<file path="src/rtl/spd_pkg.sv">
// ----------------------------------------------------------------------------
// spd_pkg: shared types and constants of the serial packet deframer
// Frame layout constants, status codes, phase codes and the packet
// descriptor that passes from the parser to the result sequencer.
// ----------------------------------------------------------------------------
package spd_pkg;

    // Frame layout. Positions count from the first header byte.
    localparam int HEADER_LEN   = 2;   // 1..2
    localparam int SPEC_END     = 5;   // 3..8
    localparam int LENGTH_POS   = 2;   // 1..7
    localparam int INDEX_POS    = 3;   // 1..7
    localparam int CHECKSUM_POS = 4;   // 1..7

    localparam int MAX_PAYLOAD_DEF = 32;  // 1..64

    // Spec area positions stay below 8.
    localparam int SPOS_W = 3;

    // Descriptor queue
    localparam int FIFO_DEPTH = 2;
    localparam int FIFO_PTR_W = 1;
    localparam int FIFO_CNT_W = 2;

    // Configuration registers
    localparam int CFG_ADDR_W = 1;
    localparam int CFG_DATA_W = 16;
    localparam logic [CFG_ADDR_W-1:0] REG_SYNC_PATTERN   = 1'b0;
    localparam logic [CFG_ADDR_W-1:0] REG_CHECK_SEQUENCE = 1'b1;
    localparam logic [15:0] SYNC_PATTERN_RST   = 16'hAA55;
    localparam logic        CHECK_SEQUENCE_RST = 1'b1;

    typedef enum logic [1:0] {
        ST_OK           = 2'd0,
        ST_BAD_CHECKSUM = 2'd1,
        ST_SEQ_MISMATCH = 2'd2,
        ST_TOO_LONG     = 2'd3
    } status_t;

    typedef enum logic [1:0] {
        PH_HUNT    = 2'd0,
        PH_SPEC    = 2'd1,
        PH_PAYLOAD = 2'd2
    } phase_t;

    typedef enum logic [1:0] {
        BK_IDLE = 2'd0,
        BK_READ = 2'd1,
        BK_HOLD = 2'd2
    } back_state_t;

    // One finished packet: either a payload burst from a buffer bank or a
    // single status result.
    typedef struct packed {
        status_t     status;
        logic [7:0]  seq;
        logic [7:0]  len;
        logic        burst;
        logic        bank;
    } desc_t;

    // Payload buffer address: bank bit on top of the byte offset.
    function automatic int addr_w(input int max_payload);
        return (max_payload > 1) ? $clog2(max_payload) + 1 : 2;
    endfunction

endpackage

</file>
<file path="src/rtl/spd_payload_ram.sv">
// ----------------------------------------------------------------------------
// spd_payload_ram: two-bank payload buffer
// One write port, one read port with registered read data.
// ----------------------------------------------------------------------------
module spd_payload_ram #(
    parameter int ADDR_W = 6
) (
    input  logic              aclk,
    input  logic              wr_en,
    input  logic [ADDR_W-1:0] wr_addr,
    input  logic [7:0]        wr_data,
    input  logic              rd_en,
    input  logic [ADDR_W-1:0] rd_addr,
    output logic [7:0]        rd_data
);

    logic [7:0] mem [2**ADDR_W];

    always_ff @(posedge aclk) begin
        if (wr_en) begin
            mem[wr_addr] <= wr_data;
        end
    end

    always_ff @(posedge aclk) begin
        if (rd_en) begin
            rd_data <= mem[rd_addr];
        end
    end

endmodule

</file>
<file path="src/rtl/spd_desc_fifo.sv">
// ----------------------------------------------------------------------------
// spd_desc_fifo: packet descriptor queue
// Two-entry queue between the parser and the result sequencer.
// ----------------------------------------------------------------------------
module spd_desc_fifo (
    input  logic          aclk,
    input  logic          aresetn,
    input  logic          push,
    input  spd_pkg::desc_t din,
    input  logic          pop,
    output spd_pkg::desc_t dout,
    output logic          empty,
    output logic          full
);
    import spd_pkg::*;

    desc_t                 entry_reg [FIFO_DEPTH];
    logic [FIFO_PTR_W-1:0] wr_ptr_reg, wr_ptr_next;
    logic [FIFO_PTR_W-1:0] rd_ptr_reg, rd_ptr_next;
    logic [FIFO_CNT_W-1:0] count_reg, count_next;

    always_comb begin
        wr_ptr_next = push ? wr_ptr_reg + 1'b1 : wr_ptr_reg;
        rd_ptr_next = pop  ? rd_ptr_reg + 1'b1 : rd_ptr_reg;
        count_next  = count_reg;
        if (push && !pop) begin
            count_next = count_reg + 1'b1;
        end else if (pop && !push) begin
            count_next = count_reg - 1'b1;
        end
    end

    always_ff @(posedge aclk) begin
        if (!aresetn) begin
            wr_ptr_reg <= '0;
            rd_ptr_reg <= '0;
            count_reg  <= '0;
        end else begin
            wr_ptr_reg <= wr_ptr_next;
            rd_ptr_reg <= rd_ptr_next;
            count_reg  <= count_next;
        end
    end

    always_ff @(posedge aclk) begin
        if (push) begin
            entry_reg[wr_ptr_reg] <= din;
        end
    end

    assign dout  = entry_reg[rd_ptr_reg];
    assign empty = (count_reg == '0);
    assign full  = (count_reg == FIFO_CNT_W'(FIFO_DEPTH));

    a_no_overflow: assert property (@(posedge aclk) disable iff (!aresetn)
        push |-> !full || pop)
        else $error("descriptor pushed into a full queue");

    a_no_underflow: assert property (@(posedge aclk) disable iff (!aresetn)
        pop |-> !empty)
        else $error("descriptor popped from an empty queue");

endmodule

</file>
<file path="src/rtl/spd_front.sv">
// ----------------------------------------------------------------------------
// spd_front: byte parser
// Hunts the sync header, captures the spec bytes, stores and sums the
// payload and turns each finished packet into a descriptor.
// ----------------------------------------------------------------------------
module spd_front #(
    parameter int MAX_PAYLOAD = spd_pkg::MAX_PAYLOAD_DEF,
    parameter int ADDR_W      = spd_pkg::addr_w(MAX_PAYLOAD)
) (
    input  logic              aclk,
    input  logic              aresetn,
    input  logic              s_tvalid,
    output logic              s_tready,
    input  logic [7:0]        s_tdata,
    input  logic [15:0]       sync_pattern,
    input  logic              check_sequence,
    input  logic              fifo_full,
    output logic              push,
    output spd_pkg::desc_t    desc,
    output logic              wr_en,
    output logic [ADDR_W-1:0] wr_addr,
    output logic [7:0]        wr_data
);
    import spd_pkg::*;

    localparam int PAW = ADDR_W - 1;

    phase_t            phase_reg, phase_next;
    logic [SPOS_W-1:0] spos_reg, spos_next;
    logic [7:0]        cnt_reg, cnt_next;
    logic [7:0]        sum_reg, sum_next;
    logic [7:0]        exp_reg, exp_next;
    logic              bank_reg, bank_next;
    logic [7:0]        len_reg, len_next;
    logic [7:0]        idx_reg, idx_next;
    logic [7:0]        chk_reg, chk_next;

    logic       accept, match, store, spec_last, pay_last, finish;
    logic [7:0] hdr_byte, len_cur, idx_cur, chk_cur, sum_add, sum_final;
    status_t    st;

    assign s_tready = !fifo_full;
    assign accept   = s_tvalid && s_tready;
    assign hdr_byte = spos_reg[0] ? sync_pattern[15:8] : sync_pattern[7:0];
    assign match    = (s_tdata == hdr_byte);
    assign store    = accept && ((phase_reg == PH_HUNT && match) || phase_reg == PH_SPEC);
    assign sum_add  = sum_reg + s_tdata;

    // Spec fields, including the byte that arrives this cycle.
    always_comb begin
        len_cur = len_reg;
        idx_cur = idx_reg;
        chk_cur = chk_reg;
        if (store && spos_reg == SPOS_W'(LENGTH_POS))   len_cur = s_tdata;
        if (store && spos_reg == SPOS_W'(INDEX_POS))    idx_cur = s_tdata;
        if (store && spos_reg == SPOS_W'(CHECKSUM_POS)) chk_cur = s_tdata;
        if (LENGTH_POS >= SPEC_END)   len_cur = 8'd0;
        if (INDEX_POS >= SPEC_END)    idx_cur = 8'd0;
        if (CHECKSUM_POS >= SPEC_END) chk_cur = 8'd0;
    end

    assign spec_last = (phase_reg == PH_SPEC) && (spos_reg == SPOS_W'(SPEC_END - 1));
    assign pay_last  = (phase_reg == PH_PAYLOAD) && (cnt_reg + 8'd1 == len_reg);
    assign finish    = accept && ((spec_last && len_cur == 8'd0) || pay_last);
    assign sum_final = (phase_reg == PH_PAYLOAD) ? sum_add : 8'd0;

    // Packet verdict and the expected index that follows from it.
    always_comb begin
        st       = ST_OK;
        exp_next = exp_reg;
        if (finish) begin
            if (sum_final != chk_cur) begin
                st = ST_BAD_CHECKSUM;
            end else begin
                if (check_sequence) begin
                    if (idx_cur == exp_reg) begin
                        exp_next = exp_reg + 8'd1;
                    end else begin
                        exp_next = idx_cur + 8'd1;
                        st       = ST_SEQ_MISMATCH;
                    end
                end
                if (st == ST_OK && len_cur > 8'(MAX_PAYLOAD)) begin
                    st = ST_TOO_LONG;
                end
            end
        end
    end

    assign push       = finish;
    assign desc.status = st;
    assign desc.seq    = idx_cur;
    assign desc.len    = len_cur;
    assign desc.burst  = (st == ST_OK) && (len_cur != 8'd0);
    assign desc.bank   = bank_reg;

    // Store the first MAX_PAYLOAD payload bytes, the rest only count.
    assign wr_en   = accept && (phase_reg == PH_PAYLOAD) && (cnt_reg < 8'(MAX_PAYLOAD));
    assign wr_addr = {bank_reg, cnt_reg[PAW-1:0]};
    assign wr_data = s_tdata;

    always_comb begin
        phase_next = phase_reg;
        spos_next  = spos_reg;
        cnt_next   = cnt_reg;
        sum_next   = sum_reg;
        bank_next  = finish ? !bank_reg : bank_reg;
        len_next   = len_cur;
        idx_next   = idx_cur;
        chk_next   = chk_cur;
        if (accept) begin
            case (phase_reg)
                PH_HUNT: begin
                    if (!match) begin
                        spos_next = '0;
                    end else if (spos_reg == SPOS_W'(HEADER_LEN - 1)) begin
                        phase_next = PH_SPEC;
                        spos_next  = SPOS_W'(HEADER_LEN);
                    end else begin
                        spos_next = spos_reg + 1'b1;
                    end
                end
                PH_SPEC: begin
                    if (!spec_last) begin
                        spos_next = spos_reg + 1'b1;
                    end else if (len_cur == 8'd0) begin
                        phase_next = PH_HUNT;
                        spos_next  = '0;
                    end else begin
                        phase_next = PH_PAYLOAD;
                        cnt_next   = 8'd0;
                        sum_next   = 8'd0;
                    end
                end
                PH_PAYLOAD: begin
                    cnt_next = cnt_reg + 8'd1;
                    sum_next = sum_add;
                    if (pay_last) begin
                        phase_next = PH_HUNT;
                        spos_next  = '0;
                        sum_next   = 8'd0;
                    end
                end
                default: begin
                    phase_next = PH_HUNT;
                    spos_next  = '0;
                end
            endcase
        end
    end

    always_ff @(posedge aclk) begin
        if (!aresetn) begin
            phase_reg <= PH_HUNT;
            spos_reg  <= '0;
            cnt_reg   <= 8'd0;
            sum_reg   <= 8'd0;
            exp_reg   <= 8'd0;
            bank_reg  <= 1'b0;
        end else begin
            phase_reg <= phase_next;
            spos_reg  <= spos_next;
            cnt_reg   <= cnt_next;
            sum_reg   <= sum_next;
            exp_reg   <= exp_next;
            bank_reg  <= bank_next;
        end
    end

    always_ff @(posedge aclk) begin
        len_reg <= len_next;
        idx_reg <= idx_next;
        chk_reg <= chk_next;
    end

    a_burst_fits: assert property (@(posedge aclk) disable iff (!aresetn)
        push && desc.burst |-> desc.len <= 8'(MAX_PAYLOAD) && desc.len != 8'd0)
        else $error("payload burst does not fit the buffer");

endmodule

</file>
<file path="src/rtl/spd_back.sv">
// ----------------------------------------------------------------------------
// spd_back: result sequencer
// Turns queued descriptors into result transfers, reading payload bytes
// from the buffer bank that the descriptor names.
// ----------------------------------------------------------------------------
module spd_back #(
    parameter int ADDR_W = spd_pkg::addr_w(spd_pkg::MAX_PAYLOAD_DEF)
) (
    input  logic              aclk,
    input  logic              aresetn,
    input  spd_pkg::desc_t    head,
    input  logic              fifo_empty,
    output logic              pop,
    output logic              rd_en,
    output logic [ADDR_W-1:0] rd_addr,
    input  logic [7:0]        rd_data,
    output logic              m_tvalid,
    input  logic              m_tready,
    output logic [15:0]       m_tdata,
    output logic [2:0]        m_tuser,
    output logic              m_tlast
);
    import spd_pkg::*;

    localparam int PAW = ADDR_W - 1;

    back_state_t state_reg, state_next;
    logic [7:0]  idx_reg, idx_next;
    status_t     out_status_reg, out_status_next;
    logic [7:0]  out_data_reg, out_data_next;
    logic        out_dv_reg, out_dv_next;
    logic [7:0]  out_seq_reg, out_seq_next;
    logic        out_last_reg, out_last_next;

    always_comb begin
        state_next      = state_reg;
        idx_next        = idx_reg;
        out_status_next = out_status_reg;
        out_data_next   = out_data_reg;
        out_dv_next     = out_dv_reg;
        out_seq_next    = out_seq_reg;
        out_last_next   = out_last_reg;
        pop             = 1'b0;
        rd_en           = 1'b0;
        rd_addr         = {head.bank, idx_reg[PAW-1:0]};
        case (state_reg)
            BK_IDLE: begin
                if (!fifo_empty) begin
                    if (head.burst) begin
                        idx_next   = 8'd0;
                        rd_en      = 1'b1;
                        rd_addr    = {head.bank, {PAW{1'b0}}};
                        state_next = BK_READ;
                    end else begin
                        out_status_next = head.status;
                        out_data_next   = 8'd0;
                        out_dv_next     = 1'b0;
                        out_seq_next    = head.seq;
                        out_last_next   = 1'b1;
                        state_next      = BK_HOLD;
                    end
                end
            end
            BK_READ: begin
                out_status_next = ST_OK;
                out_data_next   = rd_data;
                out_dv_next     = 1'b1;
                out_seq_next    = head.seq;
                out_last_next   = (idx_reg + 8'd1 == head.len);
                state_next      = BK_HOLD;
            end
            BK_HOLD: begin
                if (m_tready) begin
                    if (out_last_reg) begin
                        pop        = 1'b1;
                        state_next = BK_IDLE;
                    end else begin
                        idx_next   = idx_reg + 8'd1;
                        rd_en      = 1'b1;
                        rd_addr    = {head.bank, idx_next[PAW-1:0]};
                        state_next = BK_READ;
                    end
                end
            end
            default: begin
                state_next = BK_IDLE;
            end
        endcase
    end

    always_ff @(posedge aclk) begin
        if (!aresetn) begin
            state_reg <= BK_IDLE;
        end else begin
            state_reg <= state_next;
        end
    end

    always_ff @(posedge aclk) begin
        idx_reg        <= idx_next;
        out_status_reg <= out_status_next;
        out_data_reg   <= out_data_next;
        out_dv_reg     <= out_dv_next;
        out_seq_reg    <= out_seq_next;
        out_last_reg   <= out_last_next;
    end

    assign m_tvalid = (state_reg == BK_HOLD);
    assign m_tdata  = {out_seq_reg, out_data_reg};
    assign m_tuser  = {out_dv_reg, out_status_reg};
    assign m_tlast  = out_last_reg;

    a_pop_on_last: assert property (@(posedge aclk) disable iff (!aresetn)
        pop |-> m_tvalid && m_tready && m_tlast)
        else $error("descriptor released before its last transfer");

    a_data_is_ok: assert property (@(posedge aclk) disable iff (!aresetn)
        m_tvalid && out_dv_reg |-> out_status_reg == ST_OK)
        else $error("payload byte carries a failure status");

endmodule

</file>
<file path="src/rtl/serial_packet_deframer_unit.sv">
// ----------------------------------------------------------------------------
// serial_packet_deframer_unit: sync-header / length / checksum deframer
// Cuts a received byte stream into packets and delivers good payloads.
// ----------------------------------------------------------------------------
// The input side takes one received byte per cycle. It hunts the sync header
// (a mismatching byte is dropped and the hunt restarts), captures the spec
// bytes (length, sequence index, checksum), then stores and sums the payload.
// Each finished packet becomes a descriptor in a two-entry queue; the output
// side plays it out either as the payload bytes (status ok, data_valid set,
// tlast on the final byte) or as one status transfer (checksum bad, sequence
// mismatch, payload too long, or an empty good packet). The payload buffer
// has two banks, one per queued descriptor, so the parser keeps receiving
// while the previous packet drains; s_tready drops only while both queue
// entries are taken. Each payload byte passes the registered buffer read and
// then the output register; the next read starts only once m_tready takes
// the current byte. Payload beyond MAX_PAYLOAD bytes is counted but not stored.
// The buffer needs no clearing after reset. Write configuration only while idle.
// ----------------------------------------------------------------------------
module serial_packet_deframer_unit #(
    parameter int MAX_PAYLOAD = spd_pkg::MAX_PAYLOAD_DEF
) (
    input  logic                             aclk,
    input  logic                             aresetn,
    // Received bytes
    input  logic                             s_tvalid,
    output logic                             s_tready,
    input  logic [7:0]                       s_tdata,   // [7:0] rx_byte
    // Results
    output logic                             m_tvalid,
    input  logic                             m_tready,
    output logic [15:0]                      m_tdata,   // [7:0] data_byte, [15:8] seq_index
    output logic [2:0]                       m_tuser,   // [1:0] status, [2] data_valid
    output logic                             m_tlast,
    // Configuration writes
    input  logic                             cfg_wr_en,
    input  logic [spd_pkg::CFG_ADDR_W-1:0]   cfg_addr,
    input  logic [spd_pkg::CFG_DATA_W-1:0]   cfg_wdata
);
    import spd_pkg::*;

    localparam int ADDR_W = addr_w(MAX_PAYLOAD);

    // Configuration registers
    logic [15:0] sync_pattern_reg, sync_pattern_next;
    logic        check_seq_reg, check_seq_next;

    always_comb begin
        sync_pattern_next = sync_pattern_reg;
        check_seq_next    = check_seq_reg;
        if (cfg_wr_en) begin
            case (cfg_addr)
                REG_SYNC_PATTERN:   sync_pattern_next = cfg_wdata[15:0];
                REG_CHECK_SEQUENCE: check_seq_next    = cfg_wdata[0];
                default: begin
                    sync_pattern_next = sync_pattern_reg;
                end
            endcase
        end
    end

    always_ff @(posedge aclk) begin
        if (!aresetn) begin
            sync_pattern_reg <= SYNC_PATTERN_RST;
            check_seq_reg    <= CHECK_SEQUENCE_RST;
        end else begin
            sync_pattern_reg <= sync_pattern_next;
            check_seq_reg    <= check_seq_next;
        end
    end

    // Parser to queue
    logic  push, pop, fifo_full, fifo_empty;
    desc_t desc_in, desc_head;

    // Payload buffer ports
    logic              wr_en, rd_en;
    logic [ADDR_W-1:0] wr_addr, rd_addr;
    logic [7:0]        wr_data, rd_data;

    // Front: hunt, capture spec, store payload, judge the packet
    spd_front #(
        .MAX_PAYLOAD (MAX_PAYLOAD),
        .ADDR_W      (ADDR_W)
    ) u_front (
        .aclk           (aclk),
        .aresetn        (aresetn),
        .s_tvalid       (s_tvalid),
        .s_tready       (s_tready),
        .s_tdata        (s_tdata),
        .sync_pattern   (sync_pattern_reg),
        .check_sequence (check_seq_reg),
        .fifo_full      (fifo_full),
        .push           (push),
        .desc           (desc_in),
        .wr_en          (wr_en),
        .wr_addr        (wr_addr),
        .wr_data        (wr_data)
    );

    // Hold finished packets until the output side takes them
    spd_desc_fifo u_fifo (
        .aclk    (aclk),
        .aresetn (aresetn),
        .push    (push),
        .din     (desc_in),
        .pop     (pop),
        .dout    (desc_head),
        .empty   (fifo_empty),
        .full    (fifo_full)
    );

    // Two banks of payload bytes
    spd_payload_ram #(
        .ADDR_W (ADDR_W)
    ) u_ram (
        .aclk    (aclk),
        .wr_en   (wr_en),
        .wr_addr (wr_addr),
        .wr_data (wr_data),
        .rd_en   (rd_en),
        .rd_addr (rd_addr),
        .rd_data (rd_data)
    );

    // Back: advance through the head descriptor, one transfer at a time
    spd_back #(
        .ADDR_W (ADDR_W)
    ) u_back (
        .aclk       (aclk),
        .aresetn    (aresetn),
        .head       (desc_head),
        .fifo_empty (fifo_empty),
        .pop        (pop),
        .rd_en      (rd_en),
        .rd_addr    (rd_addr),
        .rd_data    (rd_data),
        .m_tvalid   (m_tvalid),
        .m_tready   (m_tready),
        .m_tdata    (m_tdata),
        .m_tuser    (m_tuser),
        .m_tlast    (m_tlast)
    );

endmodule
</file>
<file path="config.mk">
export PLATFORM = sky130hd
export DESIGN_NAME = serial_packet_deframer_unit
export DESIGN_NICKNAME = d
export VERILOG_FILES = /design/src/rtl/spd_pkg.sv /design/src/rtl/spd_payload_ram.sv /design/src/rtl/spd_desc_fifo.sv /design/src/rtl/spd_front.sv /design/src/rtl/spd_back.sv /design/src/rtl/serial_packet_deframer_unit.sv
export SDC_FILE = /design/constraint.sdc
export NUM_CORES = 1
export LEC_CHECK = 0
export ABC_AREA = 1
export CAP_MARGIN = 20
export CELL_PAD_IN_SITES_DETAIL_PLACEMENT = 1
export CELL_PAD_IN_SITES_GLOBAL_PLACEMENT = 1
export CORE_ASPECT_RATIO = 1.2
export CORE_MARGIN = 5
export CORE_UTILIZATION = 51
export CTS_CLUSTER_SIZE = 20
export DETAILED_ROUTE_END_ITERATION = 10
export DONT_BUFFER_PORTS = 1
export PLACE_DENSITY = 0.9
export SKIP_LAST_GASP = 1
export SYNTH_ARGS = -nofsm -noshare
export SYNTH_HDL_FRONTEND = slang
export SYNTH_SLANG_ARGS = --single-unit
</file>
<file path="constraint.sdc">
create_clock -name aclk -period 3.9 [get_ports aclk]
set_clock_uncertainty 0.1 [all_clocks]
set_input_delay 0 -clock aclk [delete_from_list [all_inputs] [get_ports aclk]]
set_output_delay 0 -clock aclk [all_outputs]
set_load 0.02 [all_outputs]
</file>
Yosys cells after proc, flatten, opt, wreduce, memory -nomap -nowiden
Memory sizes are Yosys's and may differ from the RTL's. A register that Yosys moved wholly into a read port is not among the register bits.
Cells that the tools add are included.
{"block": "totals", "regBits": 105, "ramBits": 552, "memories": 2, "elab_cells": 180, "in_bits": 30, "out_inout_bits": 22}
{"block": "classes", "addsub": 10, "n_lt_le_gt_ge": 2, "bitwise": 2, "reduce_logical": 42, "n_eq_ne": 25, "n_mux": 76}
{"memory": "u_ram.mem", "depth": 64, "width": 8, "rd": 1, "rd_ports_with_merged_regs": 1, "write_ports": 1, "line_no": "spd_payload_ram.sv:17", "rtl": "logic [7:0] mem [2**ADDR_W];"}
{"memory": "u_fifo.entry_reg", "depth": 2, "width": 20, "rd": 1, "rd_ports_with_merged_regs": 1, "write_ports": 1, "line_no": "spd_desc_fifo.sv:17", "rtl": "desc_t entry_reg [FIFO_DEPTH];"}
{"operator": "8-bit 2-to-1 mux", "count": 17}
{"operator": "8-bit one-hot mux with 2 select lines", "count": 5}
{"operator": "2-bit 2-to-1 mux", "count": 19}
{"operator": "8-bit by 1-bit adder with 8-bit output (second input constant)", "count": 4}
{"operator": "8-bit == test", "count": 4}
{"operator": "5-bit 2-to-1 mux", "count": 4}
{"operator": "1-bit 2-to-1 mux", "count": 18}
{"operator": "1-bit logical AND", "count": 16}
{"operator": "3-bit 2-to-1 mux", "count": 5}
{"operator": "2-bit inequality test (second input constant)", "count": 6}
{"operator": "2-bit one-hot mux with 3 select lines", "count": 2}
{"operator": "2-bit logical NOT", "count": 5}
{"operator": "5-bit one-hot mux with 2 select lines", "count": 1}
{"operator": "5-bit AND reduction", "count": 2}
{"operator": "3-bit one-hot mux with 3 select lines", "count": 1}
{"operator": "3-bit AND reduction", "count": 3}
{"operator": "8-bit adder", "count": 1}
{"operator": "8-bit by 6-bit > comparator with 1-bit output (second input constant)", "count": 1}
{"operator": "8-bit logical NOT", "count": 1}
{"operator": "8-bit by 6-bit less-than comparator with 1-bit output (second input constant)", "count": 1}
{"operator": "2-bit by 1-bit inequality test with 1-bit output (second input constant)", "count": 4}
{"operator": "8-bit inequality test", "count": 1}
{"operator": "2-bit nonzero test", "count": 4}
{"operator": "8-bit nonzero test", "count": 1}
{"operator": "17 further kinds", "count": 31}

Logic depth before layout (Yosys ltp)
{"block": "logic_depth", "ltp_word": 19, "mapped_depth": 24, "ltp_nobuf": 22}

Modules after synthesis
From an unflattened synthesis, not the netlist that was laid out.
{"block": "hier_totals", "hier_cells": 2803, "area_unflattened_um2": 29280.6}
{"mod": "spd_payload_ram", "cells_each": 1805, "instances": 1, "seq_area_each_um2": 15615.0, "area_per_inst_um2": 21419.3}
{"mod": "spd_front", "cells_each": 635, "instances": 1, "seq_area_each_um2": 1081.0, "area_per_inst_um2": 3893.7}
{"mod": "spd_desc_fifo", "cells_each": 97, "instances": 1, "seq_area_each_um2": 1301.2, "area_per_inst_um2": 1754.2}
{"mod": "spd_back", "cells_each": 172, "instances": 1, "seq_area_each_um2": 880.8, "area_per_inst_um2": 1526.5}
{"mod": "serial_packet_deframer_unit", "cells_each": 94, "instances": 1, "seq_area_each_um2": 340.3, "area_per_inst_um2": 686.9}

Least setup slack after synthesis
Ideal clock, no wire load.
{"block": "synth_path", "path_type": "reg2reg", "startpoint": "reg u_front.spos_reg[0]", "endpoint": "mem u_fifo.entry_reg[1][0] (netlist name), enable pin", "setup_ns": 0.398, "period_less_slack_ns": 3.475, "t_required_ns": 3.402, "n_path_buf": 2, "arrival_ns": 2.977, "slack_ns": 0.425, "stages_incl_launch_ff": 19, "path_cell_list": "dfxtp_1 > buf_4 > nand2_1 > nand2_1 > nand2_1 > nand2_1 > nand2_1 > nor2_2 > nand3_2 > nand2_4 > nand3_4 > buf_6 > o21ai_1 > nand2_1 > nor2_2 > nand3_1 > nand2_2 > inv_1 > nor2_1"}
{"block": "synth_between", "elab_chain_cells": 13, "elab_cells_between_ends": 16, "cone_classes": "3 x eq/ne; 4 x mux; 9 x reduce/logical"}
{"element": "from (decl)", "line_no": "spd_front.sv:29", "rtl": "logic [SPOS_W-1:0] spos_reg, spos_next;"}
{"element": "from (signal assigned)", "line_no": "spd_front.sv:162", "rtl": "spos_reg <= spos_next;"}
{"element": "8-bit 2-to-1 mux", "line_no": "spd_front.sv:44", "rtl": "assign hdr_byte = spos_reg[0] ? sync_pattern[15:8] : sync_pattern[7:0];"}
{"element": "8-bit == test", "line_no": "spd_front.sv:45", "rtl": "assign match = (s_tdata == hdr_byte);"}
{"element": "1-bit logical AND", "line_no": "spd_front.sv:46", "rtl": "assign store = accept && ((phase_reg == PH_HUNT && match) || phase_reg == PH_SPEC);"}
{"element": "1-bit logical OR", "line_no": "spd_front.sv:46"}
{"element": "1-bit logical AND", "line_no": "spd_front.sv:46"}
{"element": "1-bit logical AND", "line_no": "spd_front.sv:54", "rtl": "if (store && spos_reg == SPOS_W'(LENGTH_POS)) len_cur = s_tdata;"}
{"element": "8-bit 2-to-1 mux", "line_no": "spd_front.sv:54"}
{"element": "8-bit logical NOT", "line_no": "spd_front.sv:64", "rtl": "assign finish = accept && ((spec_last && len_cur == 8'd0) || pay_last);"}
{"element": "1-bit logical AND (*)", "line_no": "spd_front.sv:64"}
{"element": "1-bit logical OR (*)", "line_no": "spd_front.sv:64"}
{"element": "1-bit logical AND (*)", "line_no": "spd_front.sv:64"}
{"element": "via push", "line_no": "serial_packet_deframer_unit.sv:72", "rtl": "logic push, pop, fifo_full, fifo_empty;"}
{"element": "1-bit 2-to-1 mux (*)", "line_no": "spd_desc_fifo.sv:46", "rtl": "if (push) begin"}
{"element": "1-bit 2-to-1 mux (not written as such) (*)", "line_no": "spd_desc_fifo.sv:47", "rtl": "entry_reg[wr_ptr_reg] <= din;"}
{"element": "to (decl)", "line_no": "spd_desc_fifo.sv:17"}
Mark *: on every way through the listed nets, which the timed path passes. The rest lies on a longest branch.

Worst setup path in the final report
{"block": "layout_path", "startpoint": "reg u_front.spos_reg[0]", "endpoint": "reg u_front.bank_reg"}
{"block": "layout_between", "elab_chain_cells": 11, "elab_cells_between_ends": 14, "cone_classes": "3 x eq/ne; 2 x mux; 9 x reduce/logical"}
{"element": "8-bit 2-to-1 mux", "line_no": "spd_front.sv:44"}
{"element": "8-bit == test", "line_no": "spd_front.sv:45"}
{"element": "1-bit logical AND", "line_no": "spd_front.sv:46"}
{"element": "1-bit logical OR", "line_no": "spd_front.sv:46"}
{"element": "1-bit logical AND", "line_no": "spd_front.sv:46"}
{"element": "1-bit logical AND", "line_no": "spd_front.sv:54"}
{"element": "8-bit 2-to-1 mux", "line_no": "spd_front.sv:54"}
{"element": "8-bit logical NOT", "line_no": "spd_front.sv:64"}
{"element": "1-bit logical AND (*)", "line_no": "spd_front.sv:64"}
{"element": "1-bit logical OR (*)", "line_no": "spd_front.sv:64"}
{"element": "1-bit logical AND (*)", "line_no": "spd_front.sv:64"}
{"element": "via push", "line_no": "serial_packet_deframer_unit.sv:72"}
{"element": "to (signal assigned)", "line_no": "spd_front.sv:166", "rtl": "bank_reg <= bank_next;"}
{"element": "to (decl)", "line_no": "spd_front.sv:33", "rtl": "logic bank_reg, bank_next;"}
Marked as above.
A chain may end at the register's enable or synchronous reset.

==> reports/metrics.yaml <==
setup_path:
  reg2regPathDepth: 18
  regToRegSetupSlack_ps: -440
  r2r-end: "u_front.bank_reg"
  endpoint_kind: "flop"
  r2r_start: "u_front.spos_reg[0]"
  required_ps: 4260
  critPathLaunchType: "flop"
  critical_path_class: "reg2reg"
  cp_max_fo: 19
  cp.arrival_ps: 4700
cts:
  h-tree-depth: 3
  cts_root_buf: "clkbuf_16"
  cts.sink_count: 666
  cts_tree: "done"
  cts-buffers-inserted: 67
  cts.clk_slew.worst_paths_ps: 90
  clk_latency_ps: 680
  clk_path_buf_depth: 3
floorplanning:
  fp.dieH_um: 270.0
  start_util_pct: 51.41
  core_area_um2: 55870
  dieArea_um2: 61180
  die_width_um: 226.6
  io_pins: 52
  num_rows: 95
detailed_routing:
  drt_pass1_iterations: 6
  vias: 23880
  drt-total-wl_um: 113400
  wl_per_cell_um: 31.84
  drt-initial-drc-count: 3554
  vias_per_cell: 6.705
  ant_nets: 0
  drc: 0
power_and_ir_drop:
  switching_power_mw: 4.433
  p_int_mw: 12.04
  seq_power_share_pct: 48.7
  total_power_mw: 16.47
  p_comb_share_pct: 9.7
  p_leak_nw: 12.79
  vdd_ir_drop_max_mv: 0.3701
  power_frac_clock_pct: 41.6
  cellPowerDensity_nw_per_um2: 495.1
  swShare_pct: 26.92
sta:
  slew_headroom_pct: 11.76
  holdWs_ps: -12.71
  fin_crit_sh_pct: 111.3
  timing.fmax_mhz: 230.4
  tightest_slew_ps: 1324
  post-route-min-period_ps: 4340
  setup_tns_ps: -7842
  setup_ws_ps: -440.1
  finalHoldViolations: 1
  final_max_slew_viol_count: 0
  setup_viol: 155
logic_synthesis:
  synth_top_area_cell: "edfxtp_1"
  synth-async-reset-ratio_pct: 0
  syn_nets: 2713
  synth.distinct_cells: 40
  ys_top_cells_by_area: "edfxtp_1 61%, nand2_1 6.7%, dfxtp_1 5.4%"
  syn_inst: 2666
  synth_area_um2: 28720
  synth_area_per_cell_um2: 10.77
  yosysWarnings: 0
  synth.yosys.seq_area_share_pct: 66.91
  ys_top_cells_by_count: "588 x edfxtp_1, 511 x nand2_1, 385 x inv_1, 215 x nand3_1, 211 x nor2_1"
  synth-edff-count: 588
  ys_ff_latch: 666
  synth.top_cell.area_share_pct: 61.47
  yosys.cell_count.top_type: "edfxtp_1"
  synthFlopType: "edfxtp_1"
place:
  portBuffers: 0
  dp_cells: 3357
  hpwlAfterDp_um: 54700
  place_congestion: 0.8440
global_routing:
  grt_pass1_vias: 24780
  antenna_found_initial: 10
  track_usage_pct: 33.55
  grt_overflow: 0
  grt_max_degree: 83
  grt_pass1_wl_um: 155000
final_layout:
  layout.cells.non_filler: 3561
  layout.nets: 2825
  layout-drive-gt1-share_pct: 9.515
  syn_to_final_growth_pct: 15.80
  postLayoutCoreUtil_pct: 59.54
  largest_reg_flops: 512
job:
  drv_cap: 0
hold_path:
  hold_class: "in2reg"
  hold_start: "cfg_addr"
  hold_depth: 2
  min_to: "check_seq_reg"
outcome:
  outcome: "finished, violations left"
  violations: "negative hold slack, negative setup slack"
[logic make-up after synthesis]
logic type / after synthesis / synth area share [%]
AND/OR/NAND/NOR: 998 / 14.65
flip-flops: 666 / 66.91
buffers and inverters: 517 / 6.939
AO/OA/AOI/OAI: 437 / 9.762
XOR/XNOR: 25 / 0.7623
adder cells (fa/ha/maj): 17 / 0.7667
multiplexers: 6 / 0.2091
[worst max path at each step]
stage                                   to  depth (start not counted)                 from
floorplan           u_fifo.entry_reg[1][0]                         18  u_front.spos_reg[0]
CTS                       u_ram.rd_data[4]                         16  u_back.state_reg[0]
global route            u_front.exp_reg[7]                         14   u_front.cnt_reg[2]
global placement          u_ram.rd_data[5]                         12       u_back.m_tlast
detailed placement        u_ram.rd_data[4]                         13  u_back.state_reg[0]
finish                    u_front.bank_reg                         18  u_front.spos_reg[0]
[worst max-delay path, stage by stage (launching register included)]
cell     delay (ps)
dfxtp_4         430
inv_4           150
nand2_1         120
nand2_1         130
nand2_1          90
nand2_1         110
nand2_1         100
nor2_2          160
nand3_2         150
nand2_8         190
nand3_4         110
buf_4           170
o21ai_2         220
nand2_1         140
nor2_2          230
nand3_1         170
nand2_4         180
o21ai_0         100
a21oi_1        1020
[power groups by stage]
stage / logic, mW / clock network [mW] / registers, mW
after floorplan: 0.695 / 0 / 8.09
after global placement: 0.891 / 0 / 8.11
after detailed placement: 0.968 / 0 / 8.12
after CTS: 1.22 / 6.64 / 7.98
after global routing: 1.66 / 7.15 / 8.01
final: 1.60 / 6.85 / 8.02
[final cells by class]
type,instances,area (µm²)
Sequential cell,666,19220
Clock buffer,81,1750
Timing Repair Buffer,171,1770
Multi-Input combinational cell,1483,7692
Inverter,389,1476
Clock inverter,37,421.7
Tap cell,727,909.6
Fill cell,5714,22600
Antenna cell,7,17.52
[cell usage in the layout, fill, tap and decap left out, types with 7 or more instances in the layout]
cell           instances
ha_1                  16
inv_6                  7
bufinv_16              8
clkinv_2               9
o311ai_0              42
edfxtp_1             588
nor2_1               200
clkbuf_1              13
nor2_2                13
clkbuf_16             70
a21oi_1               86
xnor2_1                7
xor2_1                18
buf_4                 92
nand4_1               27
o211ai_1             164
buf_16                11
diode_2                7
inv_1                382
o21ai_0              116
dlygate4sd3_1         58
dfxtp_1               76
clkinv_1              11
nand3_1              209
nand2_1              509
[routing by layer]
| layer | vias to the layer above | GRT usage (%) | share of wire [%] | wire length [µm] |
|---|---|---|---|---|
| li1 | 9447 | - | - | - |
| met1 | 11490 | 37.49 | 32 | 35740 |
| met2 | 2100 | 56.19 | 47 | 53400 |
| met3 | 842 | 8.197 | 11 | 11970 |
| met4 | 2 | 22.96 | 11 | 12250 |
| met5 | - | 0 | 0.0071 | 8 |
[what timing repair did]
action / CTS / global route
hold buffers: 67 / 0
endpoints found under the hold margin: 625 / 0
resized for setup: 8 / 47
setup endpoints to repair: 9 / 137
pin swaps: 2 / 3
gates cloned: 0 / 2
buffers inserted: 2 / 7
[through the flow]
| step | worst slack (ps) | area (µm²) |
|---|---|---|
| detailed placement | -58.83 | 29930 |
| global placement | 318.4 | 29930 |
| CTS | -34.70 | 32950 |
| global route | -542.4 | 33250 |
| finish | -440.1 | 33260 |
| floorplan | 424.7 | 28720 |
Power figures use the tool's default switching activity.
